### config.mk
export PLATFORM = sky130hd
export DESIGN_NAME = ycbcr_to_rgb565_zoom_top
export DESIGN_NICKNAME = d
export VERILOG_FILES = /design/src/hdl/yrz_pkg.sv /design/src/hdl/ycbcr_to_rgb565_zoom_top.sv /design/src/hdl/yrz_datapath.sv /design/src/hdl/yrz_controller.sv
export SDC_FILE = /design/constraint.sdc
export NUM_CORES = 2
export LEC_CHECK = 0
export BUFFER_PORTS_ARGS = -buffer_cell sky130_fd_sc_hd__buf_4
export CAP_MARGIN = 20
export CORE_MARGIN = 2
export CORE_UTILIZATION = 31
export CTS_CLUSTER_SIZE = 14
export DETAILED_ROUTE_END_ITERATION = 8
export HOLD_SLACK_MARGIN = 0.1
export PLACE_DENSITY = 0.55
export SYNTH_ARGS = -nofsm -noshare
export SYNTH_HDL_FRONTEND = slang
export SYNTH_SLANG_ARGS = --single-unit
export TNS_END_PERCENT = 100
### constraint.sdc
create_clock -name aclk -period 15.77 [get_ports aclk]
set_input_delay 0.7885 -clock aclk [delete_from_list [all_inputs] [get_ports aclk]]
set_output_delay 0.7885 -clock aclk [all_outputs]
set_load 0.005 [all_outputs]
### src/hdl/yrz_pkg.sv
package yrz_pkg;

    // Largest number of copies emitted for one pixel.
    localparam int MAX_ZOOM = 10;
    localparam int COPY_W   = $clog2(MAX_ZOOM + 1);
    localparam int ZOOM_W   = 4;

    // Width of the fixed-point channel sums, sign included.
    localparam int SUM_W = 33;

    // Matrix coefficients: Y_COEF has 20 fractional bits, the others 10 each.
    localparam logic signed [SUM_W-1:0] Y_COEF   = 33'sd1225732;
    localparam logic signed [SUM_W-1:0] C_COEF   = 33'sd1170;
    localparam logic signed [SUM_W-1:0] R_CR     = 33'sd1436;
    localparam logic signed [SUM_W-1:0] G_CB     = 33'sd352;
    localparam logic signed [SUM_W-1:0] G_CR     = 33'sd731;
    localparam logic signed [SUM_W-1:0] B_CB     = 33'sd1815;
    localparam logic [8:0]              Y_OFFSET = 9'd16;

    // Commands from the controller to the datapath.
    typedef struct packed {
        logic load;      // capture the input word
        logic scale;     // offset and scale luma and chroma
        logic product;   // form the matrix products
        logic sum;       // add, clamp and pack
    } yrz_cmd_t;

endpackage

### src/hdl/ycbcr_to_rgb565_zoom_top.sv
// Converts one YCbCr pixel word into an RGB565 pixel and sends it out zoom
// times, the final copy marked by m_last_copy and, for a line's last pixel,
// by m_line_done. Chroma is latched on even columns and reused on the odd
// column that follows; the column count restarts after end of line. One word
// occupies the block from the accepting cycle through the scale, product
// and sum stages of the datapath to the output, which sends N copies, N
// being the copy count (zoom, with zero read as one and values above ten
// read as ten), and holds each copy until it is taken. The zoom register
// may be written through cfg_data at any time the block is idle; it resets
// to one.
module ycbcr_to_rgb565_zoom_top
    import yrz_pkg::*;
(
    input  logic              aclk,
    input  logic              aresetn,
    input  logic              cfg_valid,
    output logic              cfg_ready,
    input  logic [ZOOM_W-1:0] cfg_data,
    input  logic              s_valid,
    output logic              s_ready,
    input  logic [7:0]        s_luma,
    input  logic [7:0]        s_chroma_blue,
    input  logic [7:0]        s_chroma_red,
    input  logic              s_end_of_line,
    output logic              m_valid,
    input  logic              m_ready,
    output logic [15:0]       m_rgb_pixel,
    output logic              m_last_copy,
    output logic              m_line_done
);

    yrz_cmd_t cmd;
    logic     last_copy;

    // Sequencer and zoom register.
    yrz_controller u_controller (
        .aclk      (aclk),
        .aresetn   (aresetn),
        .cfg_valid (cfg_valid),
        .cfg_ready (cfg_ready),
        .cfg_data  (cfg_data),
        .s_valid   (s_valid),
        .s_ready   (s_ready),
        .m_valid   (m_valid),
        .m_ready   (m_ready),
        .last_copy (last_copy),
        .cmd       (cmd)
    );

    // Colour conversion stages.
    yrz_datapath u_datapath (
        .aclk        (aclk),
        .aresetn     (aresetn),
        .cmd         (cmd),
        .last_copy   (last_copy),
        .luma        (s_luma),
        .chroma_blue (s_chroma_blue),
        .chroma_red  (s_chroma_red),
        .end_of_line (s_end_of_line),
        .rgb_pixel   (m_rgb_pixel),
        .line_done   (m_line_done)
    );

    assign m_last_copy = last_copy;

endmodule

### src/hdl/yrz_datapath.sv
module yrz_datapath
    import yrz_pkg::*;
(
    input  logic       aclk,
    input  logic       aresetn,
    input  yrz_cmd_t   cmd,
    input  logic       last_copy,
    input  logic [7:0] luma,
    input  logic [7:0] chroma_blue,
    input  logic [7:0] chroma_red,
    input  logic       end_of_line,
    output logic [15:0] rgb_pixel,
    output logic       line_done
);

    logic                    odd_reg, odd_next;
    logic [7:0]              held_blue_reg, held_red_reg;
    logic [7:0]              luma_reg;
    logic                    eol_reg;
    logic signed [SUM_W-1:0] y1_reg, pb_reg, pr_reg;
    logic signed [SUM_W-1:0] y1d_reg, rcr_reg, gcb_reg, gcr_reg, bcb_reg;
    logic [15:0]             pix_reg;
    logic signed [8:0]       luma_off;
    logic signed [7:0]       cb_off, cr_off;
    logic signed [SUM_W-1:0] r_sum, g_sum, b_sum;
    logic [7:0]              r_ch, g_ch, b_ch;

    // Clamp a fixed-point sum to 0..255 after the shift by twenty.
    function automatic logic [7:0] to_channel(input logic signed [SUM_W-1:0] s);
        logic [7:0] c;
        if (s[SUM_W-1]) begin
            c = 8'd0;
        end else if (|s[SUM_W-2:28]) begin
            c = 8'hFF;
        end else begin
            c = s[27:20];
        end
        return c;
    endfunction

    // Column parity flips each pixel and restarts at the end of a line.
    assign odd_next = end_of_line ? 1'b0 : ~odd_reg;

    always_ff @(posedge aclk) begin
        if (!aresetn) begin
            odd_reg       <= 1'b0;
            held_blue_reg <= 8'd0;
            held_red_reg  <= 8'd0;
        end else if (cmd.load) begin
            odd_reg <= odd_next;
            if (!odd_reg) begin
                held_blue_reg <= chroma_blue;
                held_red_reg  <= chroma_red;
            end
        end
    end

    // Capture of the input word.
    always_ff @(posedge aclk) begin
        if (cmd.load) begin
            luma_reg <= luma;
            eol_reg  <= end_of_line;
        end
    end

    // Offsets: flipping the top bit of a chroma byte subtracts 128.
    assign luma_off = $signed({1'b0, luma_reg} - Y_OFFSET);
    assign cb_off   = $signed({~held_blue_reg[7], held_blue_reg[6:0]});
    assign cr_off   = $signed({~held_red_reg[7], held_red_reg[6:0]});

    // First stage: scaled luma and chroma.
    always_ff @(posedge aclk) begin
        if (cmd.scale) begin
            y1_reg <= SUM_W'(luma_off) * Y_COEF;
            pb_reg <= SUM_W'(cb_off) * C_COEF;
            pr_reg <= SUM_W'(cr_off) * C_COEF;
        end
    end

    // Second stage: matrix products.
    always_ff @(posedge aclk) begin
        if (cmd.product) begin
            y1d_reg <= y1_reg;
            rcr_reg <= pr_reg * R_CR;
            gcb_reg <= pb_reg * G_CB;
            gcr_reg <= pr_reg * G_CR;
            bcb_reg <= pb_reg * B_CB;
        end
    end

    // Third stage: channel sums, clamp and RGB565 packing.
    assign r_sum = y1d_reg + rcr_reg;
    assign g_sum = y1d_reg - gcb_reg - gcr_reg;
    assign b_sum = y1d_reg + bcb_reg;
    assign r_ch  = to_channel(r_sum);
    assign g_ch  = to_channel(g_sum);
    assign b_ch  = to_channel(b_sum);

    always_ff @(posedge aclk) begin
        if (cmd.sum) begin
            pix_reg <= {r_ch[7:3], g_ch[7:2], b_ch[7:3]};
        end
    end

    assign rgb_pixel = pix_reg;
    assign line_done = last_copy & eol_reg;

endmodule

### src/hdl/yrz_controller.sv
module yrz_controller
    import yrz_pkg::*;
(
    input  logic              aclk,
    input  logic              aresetn,
    input  logic              cfg_valid,
    output logic              cfg_ready,
    input  logic [ZOOM_W-1:0] cfg_data,
    input  logic              s_valid,
    output logic              s_ready,
    output logic              m_valid,
    input  logic              m_ready,
    output logic              last_copy,
    output yrz_cmd_t          cmd
);

    localparam logic [2:0] ST_IDLE    = 3'd0;
    localparam logic [2:0] ST_SCALE   = 3'd1;
    localparam logic [2:0] ST_PRODUCT = 3'd2;
    localparam logic [2:0] ST_SUM     = 3'd3;
    localparam logic [2:0] ST_EMIT    = 3'd4;

    logic [2:0]        state_reg, state_next;
    logic [ZOOM_W-1:0] zoom_reg;
    logic [COPY_W-1:0] copies_reg, copies_next;
    logic [COPY_W-1:0] count_reg, count_next;
    logic              in_fire, out_fire;

    // Zoom register: writes are always taken.
    assign cfg_ready = 1'b1;

    always_ff @(posedge aclk) begin
        if (!aresetn) begin
            zoom_reg <= ZOOM_W'(1);
        end else if (cfg_valid) begin
            zoom_reg <= cfg_data;
        end
    end

    // Copy count for the next pixel: zero reads as one, large values saturate.
    always_comb begin
        if (zoom_reg == '0) begin
            copies_next = COPY_W'(1);
        end else if ({1'b0, zoom_reg} > (ZOOM_W + 1)'(MAX_ZOOM)) begin
            copies_next = COPY_W'(MAX_ZOOM);
        end else begin
            copies_next = COPY_W'(zoom_reg);
        end
    end

    assign s_ready   = (state_reg == ST_IDLE);
    assign m_valid   = (state_reg == ST_EMIT);
    assign in_fire   = s_valid & s_ready;
    assign out_fire  = m_valid & m_ready;
    assign last_copy = m_valid && (count_reg == copies_reg - COPY_W'(1));

    assign cmd.load    = in_fire;
    assign cmd.scale   = (state_reg == ST_SCALE);
    assign cmd.product = (state_reg == ST_PRODUCT);
    assign cmd.sum     = (state_reg == ST_SUM);

    // Sequencer: one word through the stages, then its copies.
    always_comb begin
        state_next = state_reg;
        count_next = count_reg;
        unique case (state_reg)
            ST_IDLE: begin
                if (in_fire) begin
                    state_next = ST_SCALE;
                    count_next = '0;
                end
            end
            ST_SCALE:   state_next = ST_PRODUCT;
            ST_PRODUCT: state_next = ST_SUM;
            ST_SUM:     state_next = ST_EMIT;
            ST_EMIT: begin
                if (out_fire) begin
                    if (last_copy) begin
                        state_next = ST_IDLE;
                    end else begin
                        count_next = count_reg + COPY_W'(1);
                    end
                end
            end
            default: state_next = ST_IDLE;
        endcase
    end

    always_ff @(posedge aclk) begin
        if (!aresetn) begin
            state_reg  <= ST_IDLE;
            count_reg  <= '0;
            copies_reg <= COPY_W'(1);
        end else begin
            state_reg <= state_next;
            count_reg <= count_next;
            if (in_fire) begin
                copies_reg <= copies_next;
            end
        end
    end

    // A word is never taken while copies are still going out.
    a_no_overlap: assert property (@(posedge aclk) disable iff (!aresetn)
        !(s_ready && m_valid))
        else $error("input and output sides active together");

    // The copy counter stays below the copy count.
    a_count_range: assert property (@(posedge aclk) disable iff (!aresetn)
        m_valid |-> (count_reg < copies_reg))
        else $error("copy counter beyond copy count");

    // Taking the final copy returns the block to accepting words.
    a_last_returns: assert property (@(posedge aclk) disable iff (!aresetn)
        (out_fire && last_copy) |=> s_ready)
        else $error("block not ready after final copy");

    // An accepted word reaches the output once the scale, product and sum states have passed.
    a_latency: assert property (@(posedge aclk) disable iff (!aresetn)
        in_fire |=> ##3 m_valid)
        else $error("pipeline latency broken");

endmodule

Yosys cells after proc, flatten, opt, wreduce, memory -nomap -nowiden
Index checks and enable logic that the tools add are counted.
{ "word_totals": {"reg_bits": 304, "in_bits": 34, "output_inout_bits": 21} }
{ "op_classes": {"addsub": 7, "mul": 7, "n_lt_le_gt_ge": 1, "n_eq_ne": 9, "mux": 14, "bitwise": 6, "n_reduce_logical": 10} }
{ "op_table": {"columns": ["cell", "count"], "rows": [
  ["$add 33x33->33", 2],
  ["$sub 33x33->33", 2],
  ["$mul 8x11->19 const B", 2],
  ["$mul 32x10->30 const B", 1],
  ["$mul 32x11->32 const B", 1],
  ["$mul 32x12->32 const B", 1],
  ["$mul 32x5->27 const B", 1],
  ["$mul 9x20->29 const B", 1],
  ["$mux 8", 3],
  ["$mux 4", 5],
  ["$pmux 3 s5", 1],
  ["$reduce_or 4->1", 3],
  ["$mux 3", 3],
  ["$sub 8x5->9 const B", 1],
  ["$pmux 4 s2", 1],
  ["$eq 3x2->1 const B", 2],
  ["$ne 2x2->1 const B", 3],
  ["$add 4x1->4 const B", 1],
  ["$eq 4x4->1", 1],
  ["$gt 4x4->1 const B", 1],
  ["$logic_not 4->1", 1],
  ["$reduce_and 4->1", 1],
  ["$sub 4x1->4 const B", 1],
  ["$and 1x1->1", 3],
  ["other kinds (10)", 12]
]} }

Logic depth before layout (Yosys ltp)
{ "logic_depth": {"ltp_word": 6, "depth_mapped": 23} }

Cells and area by module
From an unflattened synthesis, not the netlist that was laid out.
{ "hier_totals": {"hier_cells": 2798, "hier_area_um2": 29759.8} }
{ "modules_own_cells": {"columns": ["module", "instances", "cells_per_inst", "area_per_inst_um2"], "rows": [
  ["yrz_datapath", 1, 2706, 28954.0],
  ["yrz_controller", 1, 92, 805.8]
]} }

Least setup slack after synthesis
No wires, ideal clock.
{ "synth_path": {"kind": "flip-flop to flip-flop", "start": "register u_controller.state_reg[1]", "end": "register u_datapath.bcb_reg[10] (enable)", "setup_ns": 0.860, "t_arrival_ns": 11.012, "slack_ns": 3.898, "path_stages_with_launch": 2, "n_path_buf": 0, "period_less_slack_ns": 11.872, "cell_sequence": "dfxtp_1 > nor3b_1"} }
{ "synth_via": {"elab_chain_cells": 1} }
{ "synth_rtl": {"columns": ["element", "line", "source"], "rows": [
  ["start: declaration", "yrz_controller.sv:23", "logic [2:0] state_reg, state_next;"],
  ["start signal: assignment", "yrz_controller.sv:95", "state_reg <= state_next;"],
  ["$eq 3x2->1", "yrz_controller.sv:59", "assign cmd.product = (state_reg == ST_PRODUCT);"],
  ["end signal: assignment", "yrz_datapath.sv:87", "bcb_reg <= pb_reg * B_CB;"],
  ["end: declaration", "yrz_datapath.sv:21", "logic signed [SUM_W-1:0] y1d_reg, rcr_reg, gcb_reg, gcr_reg, bcb_reg;"]
]} }
Every way passes these cells.
A chain may end at the register's enable or synchronous reset.

Final worst setup path
{ "layout_path": {"start": "register u_datapath.pr_reg[9]", "end": "register u_datapath.gcr_reg[27] (data pin)"} }
{ "layout_via": {"elab_chain_cells": 1} }
{ "layout_rtl": {"columns": ["element", "line", "source"], "rows": [
  ["start: declaration", "yrz_datapath.sv:20", "logic signed [SUM_W-1:0] y1_reg, pb_reg, pr_reg;"],
  ["start signal: assignment", "yrz_datapath.sv:76", "pr_reg <= SUM_W'(cr_off) * C_COEF;"],
  ["$mul 32x11->32", "yrz_datapath.sv:86", "gcr_reg <= pr_reg * G_CR;"],
  ["end signal: assignment", "yrz_datapath.sv:86", null],
  ["end: declaration", "yrz_datapath.sv:21", null]
]} }
Every way passes these cells.

==> summary.md <==
| Metric | Value |
|---|---|
| Crit end category | register |
| Slowest-stage cell, CP | edfxtp_1 |
| Total congestion overflow | 0 |
| RSZ-0062 raised after global routing | no |
| Synth Area per Inst | 10.6 µm² |
| IO buf count | 53 |
| Gate Count Post-Synth | 2793 |
| Relative slew slack | 32.8% |
| Crit-path cells | ha_1, inv_1, fa_1, inv_1, fa_1, inv_1, fa_1, inv_1, fa_1, ha_1, and2_1, a22o_1, a311oi_1, o31ai_1, o31ai_2, o21ai_1, nand2_1, nand2_1, a31oi_1, xnor2_1 |
| Final hold vios | 0 |
| Core area | 94900 µm² |
| Critical Path RT | 16.08 ns |
| Final Max Tran Viols | 0 |
| CTS Buffer Depth | 3 |
| Critical path class | register to register |
| Startpoint types | register |
| Worst Path Arrival | 6.38 ns |
| Global-route wire length before repair | 107000 µm |
| DRC viols | 0 |
| Max Cap Violations | 0 |
| Total CTS buffers | 34 |
| Gpl congestion | 0.836 |
| Synth warnings | 0 |
| Minimum clock period | 6.06 ns |
| Die H | 313 µm |
| Slowest stage delay, CP | 0.55 ns |
| Mapped Nets | 3641 |
| Ys async rst share | 0% |
| FF+latch count, synth | 270 |
| Vias in the first global route | 19598 |
| Die Span X | 313 µm |
| TritonCTS clock tree | done |
| Area Growth Syn to Fin | 10.4% |
| Via Count | 18975 |
| Critical-path maximum fanout | 6 |
| Share of cells above drive strength 1 | 5.03% |
| Ports | 55 |
| Largest area contributor in the netlist | edfxtp_1 |
| Status | finished, final reports clean |
| # Post-CTS Setup Buffers | 0 |
| Largest register FFs | 32 |
| Synth area leaders | edfxtp_1 24%, fa_1 22%, ha_1 21% |
| Post-synth top area share | 24.1% |
| Tcrit/Tclk final | 38.4% |
| Wirelength per Cell | 15.6 µm |
| Antenna Violating Nets Remaining | 0 |
| Worst reg2reg setup slack | 9.71 ns |
| Post-synthesis sequential area ratio | 26.3% |
| Worst slew pin tran | 1.01 ns |
| Hold Buf Count CTS | 0 |
| Initial DRC count | 1115 |
| Main synth FF type | edfxtp_1 |
| PostCTS Resize Cnt | 0 |
| GRT Total Usage | 13.8% |
| CTS sink cnt | 270 |
| Row cnt | 113 |
| Most common library cells after synthesis | 630 x inv_1, 492 x ha_1, 322 x fa_1 |
| Die area | 98100 µm² |
| Root Buffer | clkbuf_16 |
| Final Skew | 0.0277 ns |
| Mapped cell area | 29600 µm² |
| Largest net degree at the start of global routing | 80 |
| Net count, final | 3723 |
| Clock-pin slew on the worst setup and hold paths | 0.06 ns |
| 1st-pass router iterations | 6 |
| Synth unique cells | 83 |
| Post-synth EDFFs | 238 |
| Initial Utilization | 31.2% |
| Initial antenna violation count | 0 |
| TNS Setup | 0 ns |
| Fmax | 165 MHz |
| Hpwl dp | 54000 µm |
| # setup viols final | 0 |
| Total routed wirelength | 64900 µm |
| Clk_lat worst skew | 0.56 ns |
| H-tree depth | 2 |
| Via density | 4.55 |
| Hold Crit Class | register to register |
| Count leader, synth | inv_1 |
placed cells by master, fill, tap and decap left out, types with 6 or more instances in the layout:
cell	Yosys	routed
a31oi_1	12	12
a21o_1	56	56
a211o_1	8	8
nand3_1	25	25
o21ai_1	14	14
xor2_1	55	55
nand2b_1	13	13
clkbuf_16	0	35
a211oi_1	13	13
o31a_1	9	9
and3_1	6	6
a21oi_1	153	153
nor2_1	106	105
mux2i_1	8	8
ha_1	492	492
nor3_1	37	37
or2_2	10	10
xnor2_1	135	135
o21a_1	17	17
o21ai_0	54	54
nor3b_1	10	8
fa_1	322	322
or3_1	13	13
nand4_1	20	20
clkinv_2	0	7
nand2_1	102	102
edfxtp_1	238	238
dfxtp_1	32	32
and2_1	7	7
inv_1	630	630
clkbuf_1	14	9
buf_4	1	62
nor2b_1	28	28
o211ai_1	7	7
a21boi_0	19	19
o21bai_1	32	32
cell families (layout without fill, tap and decap cells):
group                    count (synthesis)  in the layout  synth area share, %
adder cells (fa/ha/maj)                814            814                 42.5
AND/OR/NAND/NOR                        407            407                 6.81
flip-flops                             270            270                 26.3
XOR/XNOR                               190            190                 5.61
other                                    1              2               0.0126
AO/OA/AOI/OAI                          456            456                 10.3
multiplexers                             9              9                0.308
buffers and inverters                  646            753                 8.19
final timing paths:
| path | depth (start not counted) | endpoint | startpoint |
|---|---|---|---|
| max reg2reg | 20 | u_datapath.gcr_reg[27]$_DFFE_PN_ | u_datapath.pr_reg[9]$_DFFE_PP_ |
| min | 0 | u_datapath.y1d_reg[20]$_DFFE_PN_ | u_datapath.y1_reg[20]$_DFFE_PP_ |
| max | 20 | u_datapath.gcr_reg[27]$_DFFE_PN_ | u_datapath.pr_reg[9]$_DFFE_PP_ |
| min reg2reg | 0 | u_datapath.y1d_reg[20]$_DFFE_PN_ | u_datapath.y1_reg[20]$_DFFE_PP_ |
worst max-delay path, delay by kind of cell (launching register included):
family | cells | cell delay (ns)
adders and majority gates | 6 | 2.76
AOI/OAI and AO/OA | 6 | 1.81
DFF | 1 | 0.55
and+or+nand+nor | 3 | 0.37
buffers and inverters | 4 | 0.25
xor gates and xnor gates | 1 | 0.09
cell type report:
class	instances	area, µm²
Clock inverter	17	170
Multi-Input combinational cell	1877	19400
Inverter	630	2360
Fill cell	9526	62100
Clock buffer	44	910
Timing Repair Buffer	62	465
Sequential cell	270	7790
Antenna cell	1	2.50
Tap cell	1265	1580
metal layers:
layer | vias to the layer above | wire (µm) | global-route usage [%]
met3 | 56 | 2240 | 1.72
met1 | 9162 | 31500 | 19.4
met2 | 259 | 29900 | 22.8
li1 | 9498 | - | -
met4 | 0 | 1280 | 3.00
met5 | - | 0 | 0
stage by stage:
| stage | setup slack (ns) | instances | hold WS, ns | cell area, µm² | utilization (%) |
|---|---|---|---|---|---|
| after floorplan | 3.90 | 2793 | 0.400 | 29600 | - |
| after global placement | 9.84 | 4104 | 0.402 | 31600 | 33.4 |
| after detailed placement | 9.73 | 4104 | 0.405 | 31600 | 33.4 |
| after CTS | 9.73 | 4165 | 0.365 | 32700 | 34.5 |
| after global routing | 9.28 | 4165 | 0.372 | 32700 | 34.5 |
| final | 9.71 | 4166 | 0.394 | 32700 | 34.5 |
Power is not shown: default switching activity piles up to over one toggle a cycle in this logic, so the estimate is an artifact.
